`src/rtl/core/adcrs_pkg.sv`:
```
package adcrs_pkg;

    typedef enum logic [2:0] {
        ACT_ALL_HIGH = 3'd0,
        ACT_SHIFT    = 3'd1,
        ACT_BYTE     = 3'd2,
        ACT_SAMPLE   = 3'd3,
        ACT_CH_ERR   = 3'd4
    } action_t;

    typedef enum logic [1:0] {
        CFG_SINGLE_ENDED_MASK = 2'd0,
        CFG_CHANNEL_COUNT     = 2'd1,
        CFG_ADC_COUNT         = 2'd2
    } cfg_index_t;

    typedef enum logic [1:0] {
        VAL_ZERO   = 2'd0,
        VAL_ONE    = 2'd1,
        VAL_CMD_HI = 2'd2,
        VAL_CMD_LO = 2'd3
    } val_kind_t;

    typedef enum logic [3:0] {
        ST_IDLE,
        ST_SAMPLE,
        ST_CH_ERR,
        ST_ALL_HIGH,
        ST_SHIFT_ZERO,
        ST_SHIFT_ONE,
        ST_BYTE_HI,
        ST_BYTE_LO,
        ST_BYTE_ZERO
    } state_t;

    // command word bits
    localparam logic [15:0] CMD_START      = 16'h0400;
    localparam logic [15:0] CMD_SINGLE     = 16'h0200;
    localparam logic [7:0]  SAMPLE_HI_MASK = 8'h0F;

    typedef struct packed {
        logic       operation;
        logic [7:0] adc_select;
        logic [2:0] channel;
        logic [7:0] resp_mid_byte;
        logic [7:0] resp_low_byte;
    } in_item_t;

    typedef struct packed {
        action_t     action;
        logic [7:0]  bit_or_byte;
        logic [11:0] sample;
        logic        last;
    } out_item_t;

    typedef struct packed {
        logic      take;
        logic      emit;
        action_t   act;
        val_kind_t val;
        logic      last;
        logic      pos_one;
        logic      pos_inc;
    } dp_cmd_t;

    typedef struct packed {
        logic is_resp;
        logic ch_err;
        logic sel_bad;
        logic need_reset;
        logic sel_bad_reg;
        logic pos_lt_sel;
        logic out_free;
    } dp_status_t;

endpackage

```
`src/rtl/core/adcrs_datapath.sv`:
```
module adcrs_datapath #(
    parameter int MAX_ADCS     = 8,
    parameter int MAX_CHANNELS = 8
) (
    input  logic                 clk,
    input  logic                 rst_n,
    input  logic                 cfg_we,
    input  logic [1:0]           cfg_index,
    input  logic [7:0]           cfg_data,
    input  adcrs_pkg::in_item_t  in_data,
    input  logic                 out_ready,
    output logic                 out_valid,
    output adcrs_pkg::out_item_t out_data,
    input  adcrs_pkg::dp_cmd_t   cmd,
    output adcrs_pkg::dp_status_t status
);

    localparam logic [3:0] ADC_LIMIT = 4'(MAX_ADCS);
    localparam logic [3:0] CH_LIMIT  = 4'(MAX_CHANNELS);

    logic [7:0] mask_reg;
    logic [3:0] ccount_reg;
    logic [3:0] acount_reg;
    logic [3:0] cur_reg;
    logic [3:0] pos_reg;
    logic [7:0] sel_reg;
    logic [2:0] ch_reg;
    logic [11:0] smp_reg;
    logic       sel_bad_reg;
    logic       out_valid_reg;
    adcrs_pkg::out_item_t out_reg;

    logic [3:0]  ccount_eff;
    logic [3:0]  acount_eff;
    logic        ch_err;
    logic        sel_bad;
    logic [15:0] cmd_word;
    logic [7:0]  val_byte;

    assign ccount_eff = (ccount_reg > CH_LIMIT) ? CH_LIMIT : ccount_reg;
    assign acount_eff = (acount_reg > ADC_LIMIT) ? ADC_LIMIT : acount_reg;
    assign ch_err     = {1'b0, in_data.channel} >= ccount_eff;
    assign sel_bad    = (in_data.adc_select == 8'd0)
                        || (in_data.adc_select > {4'b0, acount_eff});

    assign cmd_word = adcrs_pkg::CMD_START
                      | (mask_reg[ch_reg] ? adcrs_pkg::CMD_SINGLE : 16'h0000)
                      | {7'b0, ch_reg, 6'b0};

    always_comb
    begin
        case (cmd.val)
            adcrs_pkg::VAL_ONE:    val_byte = 8'd1;
            adcrs_pkg::VAL_CMD_HI: val_byte = cmd_word[15:8];
            adcrs_pkg::VAL_CMD_LO: val_byte = cmd_word[7:0];
            default:               val_byte = 8'd0;
        endcase
    end

    assign status.is_resp     = in_data.operation;
    assign status.ch_err      = ch_err;
    assign status.sel_bad     = sel_bad;
    assign status.need_reset  = (cur_reg == 4'd0) || ({4'b0, cur_reg} >= in_data.adc_select);
    assign status.sel_bad_reg = sel_bad_reg;
    assign status.pos_lt_sel  = {4'b0, pos_reg} < sel_reg;
    assign status.out_free    = !out_valid_reg || out_ready;

    always_ff @(posedge clk or negedge rst_n)
    begin
        if (!rst_n)
        begin
            mask_reg      <= 8'hFF;
            ccount_reg    <= 4'd8;
            acount_reg    <= 4'd8;
            cur_reg       <= 4'd0;
            out_valid_reg <= 1'b0;
        end
        else
        begin
            if (cfg_we)
            begin
                unique case (cfg_index)
                    adcrs_pkg::CFG_SINGLE_ENDED_MASK: mask_reg   <= cfg_data;
                    adcrs_pkg::CFG_CHANNEL_COUNT:     ccount_reg <= cfg_data[3:0];
                    adcrs_pkg::CFG_ADC_COUNT:         acount_reg <= cfg_data[3:0];
                    default: ;
                endcase
            end
            // selection is decided at accept, so the converter is updated here
            if (cmd.take && !in_data.operation && !ch_err)
                cur_reg <= sel_bad ? 4'd0 : in_data.adc_select[3:0];
            if (cmd.emit)
                out_valid_reg <= 1'b1;
            else if (out_ready)
                out_valid_reg <= 1'b0;
        end
    end

    always_ff @(posedge clk)
    begin
        if (cmd.take)
        begin
            pos_reg     <= cur_reg;
            sel_reg     <= in_data.adc_select;
            ch_reg      <= in_data.channel;
            smp_reg     <= {in_data.resp_mid_byte[3:0] & adcrs_pkg::SAMPLE_HI_MASK[3:0],
                            in_data.resp_low_byte};
            sel_bad_reg <= sel_bad;
        end
        else if (cmd.pos_one)
            pos_reg <= 4'd1;
        else if (cmd.pos_inc)
            pos_reg <= pos_reg + 4'd1;
        if (cmd.emit)
        begin
            out_reg.action      <= cmd.act;
            out_reg.bit_or_byte <= val_byte;
            out_reg.sample      <= (cmd.act == adcrs_pkg::ACT_SAMPLE) ? smp_reg : 12'd0;
            out_reg.last        <= cmd.last;
        end
    end

    assign out_valid = out_valid_reg;
    assign out_data  = out_reg;

endmodule

```
`src/rtl/core/adcrs_ctrl.sv`:
```
module adcrs_ctrl (
    input  logic                  clk,
    input  logic                  rst_n,
    input  logic                  in_valid,
    output logic                  in_ready,
    input  adcrs_pkg::dp_status_t status,
    output adcrs_pkg::dp_cmd_t    cmd
);

    adcrs_pkg::state_t state_reg;
    adcrs_pkg::state_t state_next;

    always_ff @(posedge clk or negedge rst_n)
    begin
        if (!rst_n)
            state_reg <= adcrs_pkg::ST_IDLE;
        else
            state_reg <= state_next;
    end

    always_comb
    begin
        state_next = state_reg;
        in_ready   = 1'b0;
        cmd        = '0;
        cmd.act    = adcrs_pkg::ACT_ALL_HIGH;
        cmd.val    = adcrs_pkg::VAL_ZERO;
        unique case (state_reg)
            adcrs_pkg::ST_IDLE:
            begin
                in_ready = 1'b1;
                if (in_valid)
                begin
                    cmd.take = 1'b1;
                    if (status.is_resp)
                        state_next = adcrs_pkg::ST_SAMPLE;
                    else if (status.ch_err)
                        state_next = adcrs_pkg::ST_CH_ERR;
                    else if (status.sel_bad || status.need_reset)
                        state_next = adcrs_pkg::ST_ALL_HIGH;
                    else
                        state_next = adcrs_pkg::ST_SHIFT_ONE;
                end
            end
            adcrs_pkg::ST_SAMPLE:
            begin
                if (status.out_free)
                begin
                    cmd.emit   = 1'b1;
                    cmd.act    = adcrs_pkg::ACT_SAMPLE;
                    cmd.last   = 1'b1;
                    state_next = adcrs_pkg::ST_IDLE;
                end
            end
            adcrs_pkg::ST_CH_ERR:
            begin
                if (status.out_free)
                begin
                    cmd.emit   = 1'b1;
                    cmd.act    = adcrs_pkg::ACT_CH_ERR;
                    cmd.last   = 1'b1;
                    state_next = adcrs_pkg::ST_IDLE;
                end
            end
            adcrs_pkg::ST_ALL_HIGH:
            begin
                if (status.out_free)
                begin
                    cmd.emit   = 1'b1;
                    cmd.act    = adcrs_pkg::ACT_ALL_HIGH;
                    // invalid converter: deselect only, then straight to the command
                    state_next = status.sel_bad_reg ? adcrs_pkg::ST_BYTE_HI
                                                    : adcrs_pkg::ST_SHIFT_ZERO;
                end
            end
            adcrs_pkg::ST_SHIFT_ZERO:
            begin
                if (status.out_free)
                begin
                    cmd.emit    = 1'b1;
                    cmd.act     = adcrs_pkg::ACT_SHIFT;
                    cmd.pos_one = 1'b1;
                    state_next  = adcrs_pkg::ST_SHIFT_ONE;
                end
            end
            adcrs_pkg::ST_SHIFT_ONE:
            begin
                if (!status.pos_lt_sel)
                    state_next = adcrs_pkg::ST_BYTE_HI;
                else if (status.out_free)
                begin
                    cmd.emit    = 1'b1;
                    cmd.act     = adcrs_pkg::ACT_SHIFT;
                    cmd.val     = adcrs_pkg::VAL_ONE;
                    cmd.pos_inc = 1'b1;
                end
            end
            adcrs_pkg::ST_BYTE_HI:
            begin
                if (status.out_free)
                begin
                    cmd.emit   = 1'b1;
                    cmd.act    = adcrs_pkg::ACT_BYTE;
                    cmd.val    = adcrs_pkg::VAL_CMD_HI;
                    state_next = adcrs_pkg::ST_BYTE_LO;
                end
            end
            adcrs_pkg::ST_BYTE_LO:
            begin
                if (status.out_free)
                begin
                    cmd.emit   = 1'b1;
                    cmd.act    = adcrs_pkg::ACT_BYTE;
                    cmd.val    = adcrs_pkg::VAL_CMD_LO;
                    state_next = adcrs_pkg::ST_BYTE_ZERO;
                end
            end
            adcrs_pkg::ST_BYTE_ZERO:
            begin
                if (status.out_free)
                begin
                    cmd.emit   = 1'b1;
                    cmd.act    = adcrs_pkg::ACT_BYTE;
                    cmd.last   = 1'b1;
                    state_next = adcrs_pkg::ST_IDLE;
                end
            end
            default:
                state_next = adcrs_pkg::ST_IDLE;
        endcase
    end

endmodule

```
`src/rtl/core/adc_read_sequencer_with_cs_chain.sv`:
```
// read sequencer for 12-bit spi converters whose selects sit on a shift chain
// in channel (in_valid/in_ready/in_data): a read request or a response.
// out channel (out_valid/out_ready/out_data): chain actions, spi bytes,
// samples and channel errors, with last set on the final one of a request.
// cfg port: cfg_we writes cfg_data into register cfg_index;
// index 0 single-ended mask, 1 channel count, 2 converter count.
// one request is worked at a time; in_ready is high only while idle.
// a response or channel error passes via its fsm state into the output register.
// a read emits all-high and a 0 shift when the chain must restart, then up to
// MAX_ADCS-1 one shifts and three bytes; a bad select gives all-high and bytes.
// the sequencer fsm gives one item per cycle while the receiver is ready, but
// none at accept or on leaving the shift loop: at most MAX_ADCS+4 items.
// a stalled receiver holds the output register and the fsm waits before its next item.
// reset sets mask 0xff, both counts to 8 and the current converter to none.
module adc_read_sequencer_with_cs_chain #(
    parameter int MAX_ADCS     = 8,
    parameter int MAX_CHANNELS = 8
) (
    input  logic                 clk,
    input  logic                 rst_n,
    input  logic                 cfg_we,
    input  logic [1:0]           cfg_index,
    input  logic [7:0]           cfg_data,
    input  logic                 in_valid,
    output logic                 in_ready,
    input  adcrs_pkg::in_item_t  in_data,
    output logic                 out_valid,
    input  logic                 out_ready,
    output adcrs_pkg::out_item_t out_data
);

    adcrs_pkg::dp_cmd_t    cmd;
    adcrs_pkg::dp_status_t status;

    adcrs_ctrl u_ctrl (
        .clk      (clk),
        .rst_n    (rst_n),
        .in_valid (in_valid),
        .in_ready (in_ready),
        .status   (status),
        .cmd      (cmd)
    );

    adcrs_datapath #(
        .MAX_ADCS     (MAX_ADCS),
        .MAX_CHANNELS (MAX_CHANNELS)
    ) u_datapath (
        .clk       (clk),
        .rst_n     (rst_n),
        .cfg_we    (cfg_we),
        .cfg_index (cfg_index),
        .cfg_data  (cfg_data),
        .in_data   (in_data),
        .out_ready (out_ready),
        .out_valid (out_valid),
        .out_data  (out_data),
        .cmd       (cmd),
        .status    (status)
    );

endmodule

```
`config.mk`:
```
export PLATFORM = sky130hd
export DESIGN_NAME = adc_read_sequencer_with_cs_chain
export DESIGN_NICKNAME = d
export VERILOG_FILES = /design/src/rtl/core/adcrs_pkg.sv /design/src/rtl/core/adcrs_datapath.sv /design/src/rtl/core/adcrs_ctrl.sv /design/src/rtl/core/adc_read_sequencer_with_cs_chain.sv
export SDC_FILE = /design/constraint.sdc
export NUM_CORES = 1
export LEC_CHECK = 0
export BUFFER_PORTS_ARGS = -buffer_cell sky130_fd_sc_hd__buf_2
export CAP_MARGIN = 25
export CORE_MARGIN = 1.5
export CORE_UTILIZATION = 45
export CTS_CLUSTER_SIZE = 30
export DETAILED_ROUTE_END_ITERATION = 10
export PLACE_DENSITY_LB_ADDON = 0.1
export SKIP_LAST_GASP = 1
export SYNTH_ARGS = -nofsm -noshare
export SYNTH_HDL_FRONTEND = slang
export SYNTH_HIERARCHICAL = 1
export SYNTH_SLANG_ARGS = --single-unit
```
`constraint.sdc`:
```
create_clock -name clk -period 2.9 [get_ports clk]
set_clock_uncertainty 0.15 [all_clocks]
set_input_delay 0.29 -clock clk [delete_from_list [all_inputs] [get_ports clk]]
set_output_delay 0.29 -clock clk [all_outputs]
set_load 0.05 [all_outputs]
```
# == Yosys cells after proc, flatten, opt, wreduce, memory -nomap -nowiden ==
# Index checks and enable logic that the tools add are counted.
# classes
addsub,1
magnitude_cmp,7
n_eq_ne,21
muxes,42
bitwise,1
reduce_logical,20
# op_table
op,count
4-bit two-way mux,19
4-bit one-hot mux with 8 select lines,1
4-bit one-hot mux with 7 select lines,1
6-bit two-way mux,4
8-bit one-hot mux with 3 select lines,1
"4-bit by 3-bit equality test with 1-bit output, second input constant",4
16-bit by 9-bit OR with 16-bit output,1
"2-bit != test, second input constant",6
1-bit two-way mux,10
10-bit two-way mux,1
"4-bit by 2-bit equality test with 1-bit output, second input constant",2
4-bit by 8-bit >= comparator with 1-bit output,1
"4-bit > comparator, second input constant",2
8-bit by 4-bit > comparator with 1-bit output,1
4-bit zero test,2
8-bit zero test,1
4-bit by 8-bit < comparator with 1-bit output,1
7-bit AND reduction,1
"2-bit equality test, second input constant",3
3-bit two-way mux,2
2-bit one-hot mux with 3 select lines,1
2-bit AND reduction,3
"4-bit by 1-bit adder with 4-bit output, second input constant",1
"2-bit by 1-bit equality test with 1-bit output, second input constant",2
15 further kinds,21
# word_totals
regBits,77
in_bits,43
output_inout_bits,26
wordCells,107

# == Depth between registers and ports, before layout ==
# Gate-level depths: netlist of the first run.
# depth
word_depth,10
depth_mapped,12

# == Hierarchy ==
# The synthesis of the first run kept the hierarchy.
# by_module_without_submodules
mod,instances,cells_per_inst,area_each_um2
adcrs_datapath,1,208,3111.7
adcrs_ctrl,1,72,548.0

# == Worst setup path after synthesis of the first run ==
# No wires, ideal clock.
# synth_path
path_type,flip-flop to flip-flop
from,register u_ctrl.state_reg[2]
to,register u_datapath.cur_reg[0]
arrival_ns,3.814
slack_ns,-1.143
stages_incl_launch_ff,8
n_path_buf,1
synth_period_minus_slack_ns,4.043
cell_sequence,dfrtp_1 buf_2 nor4_1 and2_1 and2b_1 nand2_1 o21ai_2 mux2i_1
# synth_lines
item,line,rtl
start: declaration,adcrs_ctrl.sv:10,adcrs_pkg::state_t state_reg;
start signal: assignment,adcrs_ctrl.sv:16,state_reg <= adcrs_pkg::ST_IDLE;
start signal: assignment,adcrs_ctrl.sv:18,state_reg <= state_next;
end signal: assignment,adcrs_datapath.sv:91,cur_reg <= sel_bad ? 4'd0 : in_data.adc_select[3:0];
end: declaration,adcrs_datapath.sv:24,logic [3:0] cur_reg;

==> reports/qor.txt, run 1 <==
Top cell type's share of synthesized area: 40.2%
Req. time, crit path: 3010 ps
Synth area leader: edfxtp_1
Area occupied by multi-input gates: 0.00141 mm^2
Global Route Usage Sum: 17.3%
Placed cell areas: 0.00408 mm^2
#FFs+latches synth: 74
Final setup vio count: 0
Worst EP arrival: 2740 ps
Synth cell types: 59
Postcts setup bufs: 0
Fill cell count: 671
FMAX: 380 MHz
Initial antenna violation count: 0
Total wire length: 6790 um
Initial core utilization: 46.9%
Fin cells: 468
Synth Area in Compound Gates: 9.50%
CP Launch Type: flip-flop
Critical Path Fanout Max: 5
Largest family of logic cells by synthesized area: simple AND/OR/NAND/NOR gates
Die ar.: 0.00868 mm^2
Setup TNS: 0 ps
Netlist Area Pre-Place: 0.00366 mm^2
Number of port buffers: 61
Hold depth: 1
RSZ-0062 raised after global routing: false
Post-synthesis mux area share: 7.93%
Chip height: 93.2 um
Placed insts: 436
Pin count of the biggest net entering global routing: 26
CTS root buf: clkbuf_8
First-pass GRT wire length: 11400 um
Metal3 WL: 237 um
Worst vdd ir: 0.310 mV
Chip Width: 93.2 um
Buffer depth of the longest clock path: 2
Core region area: 0.00781 mm^2
DRC violations left: 0
Met2 Routed Length: 3330 um
Async SR Flop Fraction: 33.8%
Worst hold path type: input pin to flip-flop
Max Slew Vio Count: 0
Routed vias: 2329
Grt total ovfl: 0
Leak pwr: 0.00185 uW
Nets: 419
Hold WS: 21.1 ps
Finished Cell Area: 0.00444 mm^2
H-tree Lvls: 3
Sequential cell area: 0.00211 mm^2
Top post-synthesis cells by area: edfxtp_1 40%, dfrtp_1 10%, dfstp_2 7.2%
Pwr dens: 1010 mW/mm^2
Run status: complete, no violations
Number of max-cap violations: 0
ANT nets after route: 0
Clock Pin Slew Worst Setup and Hold Paths: 80 ps
Endpoints failing hold: 0
Synth-to-Final Area Change: 21.3%
Slew headroom: 53.7%
Wire length per cell: 14.5 um
Warnings from Yosys: 6
Share of cells above drive strength 1: 34.7%
Number of flip-flops in the largest register: 21
XOR/XNOR share of the synthesized area: 0.718%
Most common cell after layout, fill and taps aside: buf_2
Post-synthesis simple-gate area fraction: 14.4%
Worst-Skew Late Latency: 340 ps
Worst Setup End Kind: flip-flop
Clock tree sinks: 74
DR top layer: met4
DR pass1 iterations: 4
Metal-1 WL: 3110 um
Post-synth EDFFs: 49
Avg Vias per Cell: 4.98
Post-DP HPWL: 4920 um
Post-Syn Instances: 280
Ant diodes: 0
Setup CP Type: flip-flop to flip-flop
Gpl congestion: 0.795
Site Rows: 32
Post-Syn Area per Cell: 13.1 um^2
Post-Synth Adder-Cell Area: 5.13%
Initial DRC Count: 79
Period utilization: 90.7%
Min cycle time layout: 2630 ps
Number of global-route vias before repair: 2436
Most frequent cells in the layout: 61 x buf_2, 49 x edfxtp_1, 18 x inv_1
Seq/Total Area, Yosys: 57.6%
Total CTS buffers: 9
TritonCTS clock tree: yes
Main synth FF type: edfxtp_1
Cells on worst reg2reg path: 9
Worst-Margin Slew: 694 ps
Num ports: 69
-- worst max-delay path, stage by stage, from the launching register on --
cell and delay (ps):
dfstp_2 540, inv_1 60, ha_1 340, a2111oi_4 460, o21ai_1 130, a41o_1 260, nor3_2 140, a22o_1 160
a41oi_1 120, a21oi_1 180
-- cells in the mapped netlist (2+ instances only) --
master    instances
dfstp_2          10
o21ai_0           8
edfxtp_1         49
nor2_1           13
mux2i_1           5
buf_4             7
inv_1            18
xnor2_1           2
mux2_2           16
nor2b_1           5
and3_1            3
ha_1             15
a41o_1            2
o21ai_1           4
a31oi_1           2
a21o_1            2
or3_1             2
buf_2             6
clkbuf_1          2
and2_1           14
mux4_2            2
o21ai_2           2
a21oi_1           6
nor4_1            3
dfrtp_1          15
nor3_1            8
nand2b_1          9
nand3b_1          3
nor3b_1           3
a22o_1            3
o211ai_1          5
nand2_1           9
-- what timing repair did --
| action | in CTS | in global routing |
|---|---|---|
| setup endpoints to repair | 0 | 1 |
| resized for setup | 0 | 1 |
| endpoints found under the hold margin | 30 | 0 |
| hold buffers | 16 | 0 |
-- final timing paths --
check | start | endpoint | slack, ps
worst min register to register | u_datapath/acount_reg[0] | u_datapath/acount_reg[0] | 360
worst max register to register | u_datapath/acount_reg[3] | u_ctrl/state_reg[2] | 270
worst min-delay path | in_data[26] | u_datapath/sel_reg[7] | 20
max in group asynchronous | rst_n | u_datapath/cur_reg[2] | 1870
worst max-delay path | u_datapath/acount_reg[3] | u_ctrl/state_reg[2] | 270
min in group asynchronous | rst_n | u_ctrl/state_reg[3] | 340
-- per-stage QoR --
step           utilization [%]  total power (uW)  setup slack [ps]
2_1_floorplan                -              3250               152
4_1_cts                   56.8              4520               190
5_1_grt                   56.9              4740              73.9
3_5_place_dp              52.3              3700               210
3_3_place_gp              52.3              3670               291
6_report                  56.9              4460               269
-- power breakdown --
| part | total, uW | switching (uW) | internal [uW] |
|---|---|---|---|
| Sequential | 1790 | 228 | 1570 |
| Combinational | 1890 | 1220 | 671 |
| Clock | 780 | 380 | 401 |
-- routing by layer --
layer / GRT usage, % / vias to the layer above
met5: 0 / -
met4: 7.58 / 0
met3: 3.33 / 11
met2: 29.3 / 44
met1: 21.4 / 1090
li1: - / 1184
-- layout make-up --
type,instances,area share (%)
flip-flops and latches,74,47.5
multi-input cells,174,31.8
repair buffers,84,12.0
clock buffers,10,2.87
well taps,102,2.87
inverters,18,1.52
clock inverters,6,1.49
-- logic make-up after synthesis --
kind of cell / Yosys count
AOI/OAI and AO/OA: 46
xor gates and xnor gates: 3
adders and majority gates: 15
buffers and inverters: 34
DFF: 74
muxes: 24
other: 1
and+or+nand+nor: 83
Power figures use the tool's default switching activity.
==> inputs of run 2 (changes only) <==
Settings changed: PLACE_DENSITY set to 0.69, PLACE_DENSITY_LB_ADDON 0.1 to unset, SETUP_SLACK_MARGIN set to 0.4.
Clock period 2.9 ns to 2.6 ns, I/O delays scaled along.
==> run 2 against run 1 <==
Compared with the run above:
- sequential share of layout area is 3.6 points lower
- critical path depth increased by 1
- count of clock-buffer cells in the layout shrank 1
- total power rose by 20%
- via count up 9.4%
- global-route usage up 0.20 points
- first-iteration DRC count rose by 120%
- hold slack better by 8.1 ps
- fmax increased by 4.8%
- flip-flop and latch count is the same
- critical path type unchanged
- critical endpoint is now u_ctrl/state_reg[0]
- largest cell class unchanged
==> reports/qor.txt, run 2 (synthesis gave the netlist of run 1 again) <==
Chip height: 93.2 um (unchanged)
Req. time, crit path: 2680 ps (-330 ps)
Ant diodes: 0 (unchanged)
Pwr dens: 1110 mW/mm^2 (+10%)
Period utilization: 96.6% (+5.8 points)
FF-to-FF Start: u_datapath/pos_reg[1]
Clock tree sinks: 74 (unchanged)
Global Route Usage Sum: 17.5% (+0.20 points)
Grt total ovfl: 0 (unchanged)
Site Rows: 32 (unchanged)
Total wire length: 7500 um (+10%)
Gpl congestion: 0.835 (+5.1%)
ANT nets after route: 0 (unchanged)
Total Power: 5350 uW (+20%)
Slew headroom: 61.4% (+7.6 points)
CTS root buf: clkbuf_8
Initial antenna violation count: 0 (unchanged)
Worst EP arrival: 2590 ps (-150 ps)
FF-to-FF setup slack: 90 ps (-180 ps)
Number of flip-flops in the largest register: 21 (unchanged)
Initial DRC Count: 177 (+120%)
Cells on worst reg2reg path: 10 (+1)
FMAX: 398 MHz (+4.8%)
Total CTS buffers: 9 (unchanged)
Share of cells above drive strength 1: 43.1% (+8.4 points)
Max Slew Vio Count: 0 (unchanged)
Worst r2r dst: u_ctrl/state_reg[0]
Die ar.: 0.00868 mm^2 (unchanged)
Min cycle time layout: 2510 ps (-120 ps)
Pin count of the biggest net entering global routing: 26 (unchanged)
Wire length per cell: 15.2 um (+4.7%)
Post-DP HPWL: 4770 um (-3.0%)
Worst hold path type: input pin to flip-flop
Chip Width: 93.2 um (unchanged)
Core region area: 0.00781 mm^2 (unchanged)
Endpoints failing hold: 0 (unchanged)
Finished Cell Area: 0.00482 mm^2 (+8.5%)
Most common cell after layout, fill and taps aside: buf_2
Crit path from: u_datapath/pos_reg[1]
TritonCTS clock tree: yes
Final setup vio count: 0 (unchanged)
Most frequent cells in the layout: 61 x buf_2, 49 x edfxtp_1, 26 x dlygate4sd3_1
CP Launch Type: flip-flop
Initial core utilization: 46.9% (unchanged)
Routed vias: 2549 (+9.4%)
Worst vdd ir: 0.423 mV (+37%)
Worst Setup End Kind: flip-flop
First-pass GRT wire length: 11500 um (+1.7%)
Number of max-cap violations: 0 (unchanged)
Placed cell areas: 0.00412 mm^2 (+0.92%)
Number of port buffers: 61 (unchanged)
Leak pwr: 0.00199 uW (+7.6%)
DR pass1 iterations: 4 (unchanged)
RSZ-0062 raised after global routing: true
Clock Pin Slew Worst Setup and Hold Paths: 80 ps (about the same)
Crit path to: u_ctrl/state_reg[0]
Critical Path Fanout Max: 4 (-1)
Setup TNS: 0 ps (unchanged)
Nets: 445 (+6.2%)
H-tree Lvls: 3 (unchanged)
Number of global-route vias before repair: 2449 (+0.53%)
Worst-Skew Late Latency: 350 ps (about the same)
Setup CP Type: flip-flop to flip-flop
Num ports: 69 (unchanged)
Run status: complete, no violations
Buffer depth of the longest clock path: 2 (unchanged)
Worst-Margin Slew: 580 ps (-114 ps)
Synth-to-Final Area Change: 31.6%
Fill cell count: 605 (-9.8%)
DRC violations left: 0 (unchanged)
Avg Vias per Cell: 5.16 (+3.7%)
-- run 2: timing repair --
item,4_1_cts,5_1_grt
pin swaps,10,9
resized for setup,14,17
endpoints found under the hold margin,40,0
setup buffers,6,5
setup endpoints to repair,46,50
gates cloned,0,3
hold buffers,26,0
-- run 2: per-stage QoR --
stage / util [%] / hold slack [ps] / cells / setup slack, ps
floorplan: - / -186 / 282 / 72.6
global placement: 52.7 / 132 / 438 / 138
detailed placement: 52.7 / 137 / 438 / 100
CTS: 60.0 / 16.7 / 486 / 139
global route: 61.7 / 30.3 / 494 / 13.9
finish: 61.7 / 29.3 / 494 / 89.1
-- run 2: critical path, stage by stage, from the launching register on --
cell and delay (ps):
edfxtp_1 400, ha_1 290, a21o_1 160, a211o_1 260, o211ai_1 130, buf_4 170
buf_4 110, and3_4 190, o21ai_4 70, and3_4 180, mux2_4 290
-- run 2: area by class of cell --
class	instances	area, um^2	area share, %
clock buffer	9	124	2.57
tap	102	128	2.65
sequential	74	2110	43.9
inverter	18	67.6	1.40
clock inverter	7	77.6	1.61
multi-input combinational	174	1520	31.6
timing repair buffer	110	783	16.3
-- run 2: how the worst min path moves through the flow --
stage	start	end	cells after the start
6_report	cfg_data[2]	u_datapath/mask_reg[2]	2
5_1_grt	cfg_data[2]	u_datapath/mask_reg[2]	2
4_1_cts	cfg_data[1]	u_datapath/mask_reg[1]	2
3_5_place_dp	rst_n	u_ctrl/state_reg[2]	1
3_3_place_gp	rst_n	u_datapath/ccount_reg[0]	1
2_1_floorplan	rst_n	u_ctrl/state_reg[0]	0
-- run 2: per-layer routing --
layer | track usage [%] | vias up | share of wire (%)
met2 | 29.9 | 50 | 50
met3 | 3.41 | 11 | 3.9
met4 | 8.33 | 0 | 2.0
met5 | 0 | - | 0
li1 | - | 1245 | -
met1 | 21.1 | 1243 | 44
-- run 2: power breakdown --
group / leakage [uW] / switching [uW] / internal [uW] / total, uW
Combinational: 0.00113 / 1480 / 961 / 2440
Sequential: 0.000756 / 269 / 1750 / 2020
Clock: 0.0000998 / 441 / 449 / 890
==> inputs of run 3 (changes only) <==
==> constraint.sdc (replaced) <==
create_clock -name clk -period 2.6 [get_ports clk]
set_clock_uncertainty 0.15 [all_clocks]
set_input_delay 0.13 -clock clk [delete_from_list [all_inputs] [get_ports clk]]
set_output_delay 0.13 -clock clk [all_outputs]
set_load 0.05 [all_outputs]
==> run 3 against run 2 <==
Compared with the run above:
- critical path depth is the same
- worst setup slack gained 46 ps
- first-iteration DRC count shrank 14%
- combinational power shrank 4%
- utilization grew 0.67 points
- routed wire length shrank 2.2%
==> reports/qor.txt, run 3 (synthesis gave the netlist of run 1 again) <==
Run status: complete, no violations
Number of flip-flops in the largest register: 21 (unchanged)
Chip Width: 93.2 um (unchanged)
Final setup vio count: 0 (unchanged)
Total wire length: 7330 um (-2.2%)
Sw Share: 39.9% (-0.95 points)
Hold depth: 3 (+1)
Synth-to-Final Area Change: 33.1%
Routed vias: 2536 (-0.51%)
Slowest CP cell: edfxtp_1
Number of global-route vias before repair: 2523 (+3.0%)
Core region area: 0.00781 mm^2 (unchanged)
Gpl congestion: 0.806 (-3.4%)
Initial core utilization: 46.9% (unchanged)
RSZ-0062 raised after global routing: true
Worst Setup End Kind: flip-flop
Most frequent cells in the layout: 61 x buf_2, 49 x edfxtp_1, 33 x dlygate4sd3_1
Post-DP HPWL: 4890 um (+2.6%)
Worst hold path type: input pin to flip-flop
WP buf/inv: 1 (-1)
Period utilization: 94.8% (-1.8 points)
DRC violations left: 0 (unchanged)
Placed insts: 438 (unchanged)
Avg Vias per Cell: 5.09 (-1.3%)
Setup TNS: 0 ps (unchanged)
Critical path's top delay family: compound AO/OA/AOI/OAI gates
Most common cell after layout, fill and taps aside: buf_2
Number of max-cap violations: 0 (unchanged)
Worst path max stage delay: 400 ps (about the same)
Initial DRC Count: 152 (-14%)
Clock Pin Slew Worst Setup and Hold Paths: 70 ps (about the same)
Cells along the critical path: ha_1 -> a21o_1 -> a211o_1 -> o211ai_1 -> nand3b_1 -> o2111a_1 -> nand2_2 -> nor2_4 -> buf_6 -> and2_4
DR pass1 iterations: 4 (unchanged)
Global Route Usage Sum: 17.9% (+0.47 points)
Endpoints failing hold: 0 (unchanged)
Reg power frac: 37.7% (about the same)
Post-layout util: 62.4% (+0.67 points)
Nets: 449 (+0.90%)
Num ports: 69 (unchanged)
Clock tree sinks: 74 (unchanged)
FF-to-FF setup slack: 130 ps (+50 ps)
Worst r2r dst: u_datapath/out_data[12]
Die ar.: 0.00868 mm^2 (unchanged)
Buffer depth of the longest clock path: 2 (unchanged)
Ant diodes: 0 (unchanged)
GRT met1 Usage: 22.4% (+1.3 points)
Grt total ovfl: 0 (unchanged)
Critical Path Fanout Max: 6 (+2)
Worst-Skew Late Latency: 350 ps (about the same)
Worst-Margin Slew: 585 ps (+5.41 ps)
Min cycle time layout: 2470 ps (-45.6 ps)
Total CTS buffers: 9 (unchanged)
Gate power share: 44.1% (-1.5 points)
CP Launch Type: flip-flop
Wire length per cell: 14.7 um (-3.0%)
Worst EP arrival: 2530 ps (-60 ps)
H-tree Lvls: 3 (unchanged)
CTS root buf: clkbuf_8
ANT nets after route: 0 (unchanged)
Leak pwr: 0.00201 uW (+0.98%)
First-pass GRT wire length: 12000 um (+3.7%)
Setup CP Type: flip-flop to flip-flop
Psw: 2120 uW (-3.0%)
Met2 Use GR: 30.4% (+0.49 points)
Req. time, crit path: 2670 ps (about the same)
Cells on worst reg2reg path: 10 (unchanged)
Pwr dens: 1090 mW/mm^2 (-1.7%)
Share of cells above drive strength 1: 41.4% (-1.7 points)
Max Slew Vio Count: 0 (unchanged)
Grt peak-use layer: met2
Crit path from: u_datapath/pos_reg[1]
Slew headroom: 61.0% (-0.36 points)
Clock Power Share: 18.3% (+1.7 points)
Chip height: 93.2 um (unchanged)
Pin count of the biggest net entering global routing: 26 (unchanged)
FF-to-FF Start: u_datapath/pos_reg[1]
Crit path to: u_datapath/out_data[12]
Worst vdd ir: 0.471 mV (+11%)
P_int: 3190 uW (+0.93%)
Initial antenna violation count: 0 (unchanged)
Number of port buffers: 61 (unchanged)
TritonCTS clock tree: yes
Worst path depth: 10 (unchanged)
Fin cells: 498 (+0.81%)
Site Rows: 32 (unchanged)
FMAX: 406 MHz (+1.8%)
Hold WS: 29.8 ps (+0.563 ps)
Met3 usage: 3.01% (-0.41 points)
run 3: cell types whose count changed in the layout (fill, tap and decap cells not counted), sizes merged:
| cell | before | now |
|---|---|---|
| clkinv | 4 | 2 |
| dlygate4sd3 | 26 | 33 |
| bufinv | 1 | 2 |
| buf | 83 | 81 |
run 3: worst min path at each step:
stage                 from  slack [ps]                       end
2_1_floorplan        rst_n        -320       u_ctrl/state_reg[0]
3_3_place_gp         rst_n           5  u_datapath/ccount_reg[0]
3_5_place_dp         rst_n           9  u_datapath/ccount_reg[0]
4_1_cts        in_data[21]        -140     u_datapath/sel_reg[2]
5_1_grt        in_data[21]          40     u_datapath/cur_reg[2]
6_report       in_data[21]          30     u_datapath/cur_reg[2]
run 3: through the flow:
step	total power, uW	setup slack [ps]	cell area, um^2
floorplan	3670	72.6	3720
global placement	4100	130	4120
detailed placement	4140	83.4	4120
CTS	5240	144	4770
global route	5610	2.53	4870
finish	5310	135	4870
run 3: worst min-delay path, stage by stage:
cell and delay, ps:
buf_2 120, o211ai_1 130, mux2i_1 90
run 3: layer usage:
metal  vias to the layer above  routed length [um]
met5                         -                   0
met2                        55                3780
met3                        15                 226
li1                       1242                   -
met1                      1224                3160
met4                         0                 167
run 3: final cells by class:
class / count / area [um^2]
fill: 628 / 2940
sequential: 74 / 2110
multi-input combinational: 174 / 1520
timing repair buffer: 114 / 828
clock buffer: 10 / 128
tap: 102 / 128
clock inverter: 6 / 90.1
inverter: 18 / 67.6
run 3: repair_timing:
| item | 4_1_cts | 5_1_grt |
|---|---|---|
| pin swaps | 8 | 17 |
| endpoints found under the setup margin | 46 | 54 |
| cloned | 0 | 1 |
| hold buffers | 32 | 1 |
| resized for setup | 7 | 26 |
| buffers inserted | 9 | 1 |
| hold endpoints to repair | 69 | 1 |
run 3: power groups by stage:
stage	Clock (uW)	Sequential (uW)	Combinational, uW
final	971	2000	2340
after floorplan	0	2510	1160
after global placement	0	2010	2090
after global routing	1030	2060	2520
after CTS	993	1990	2260
after detailed placement	0	2020	2120
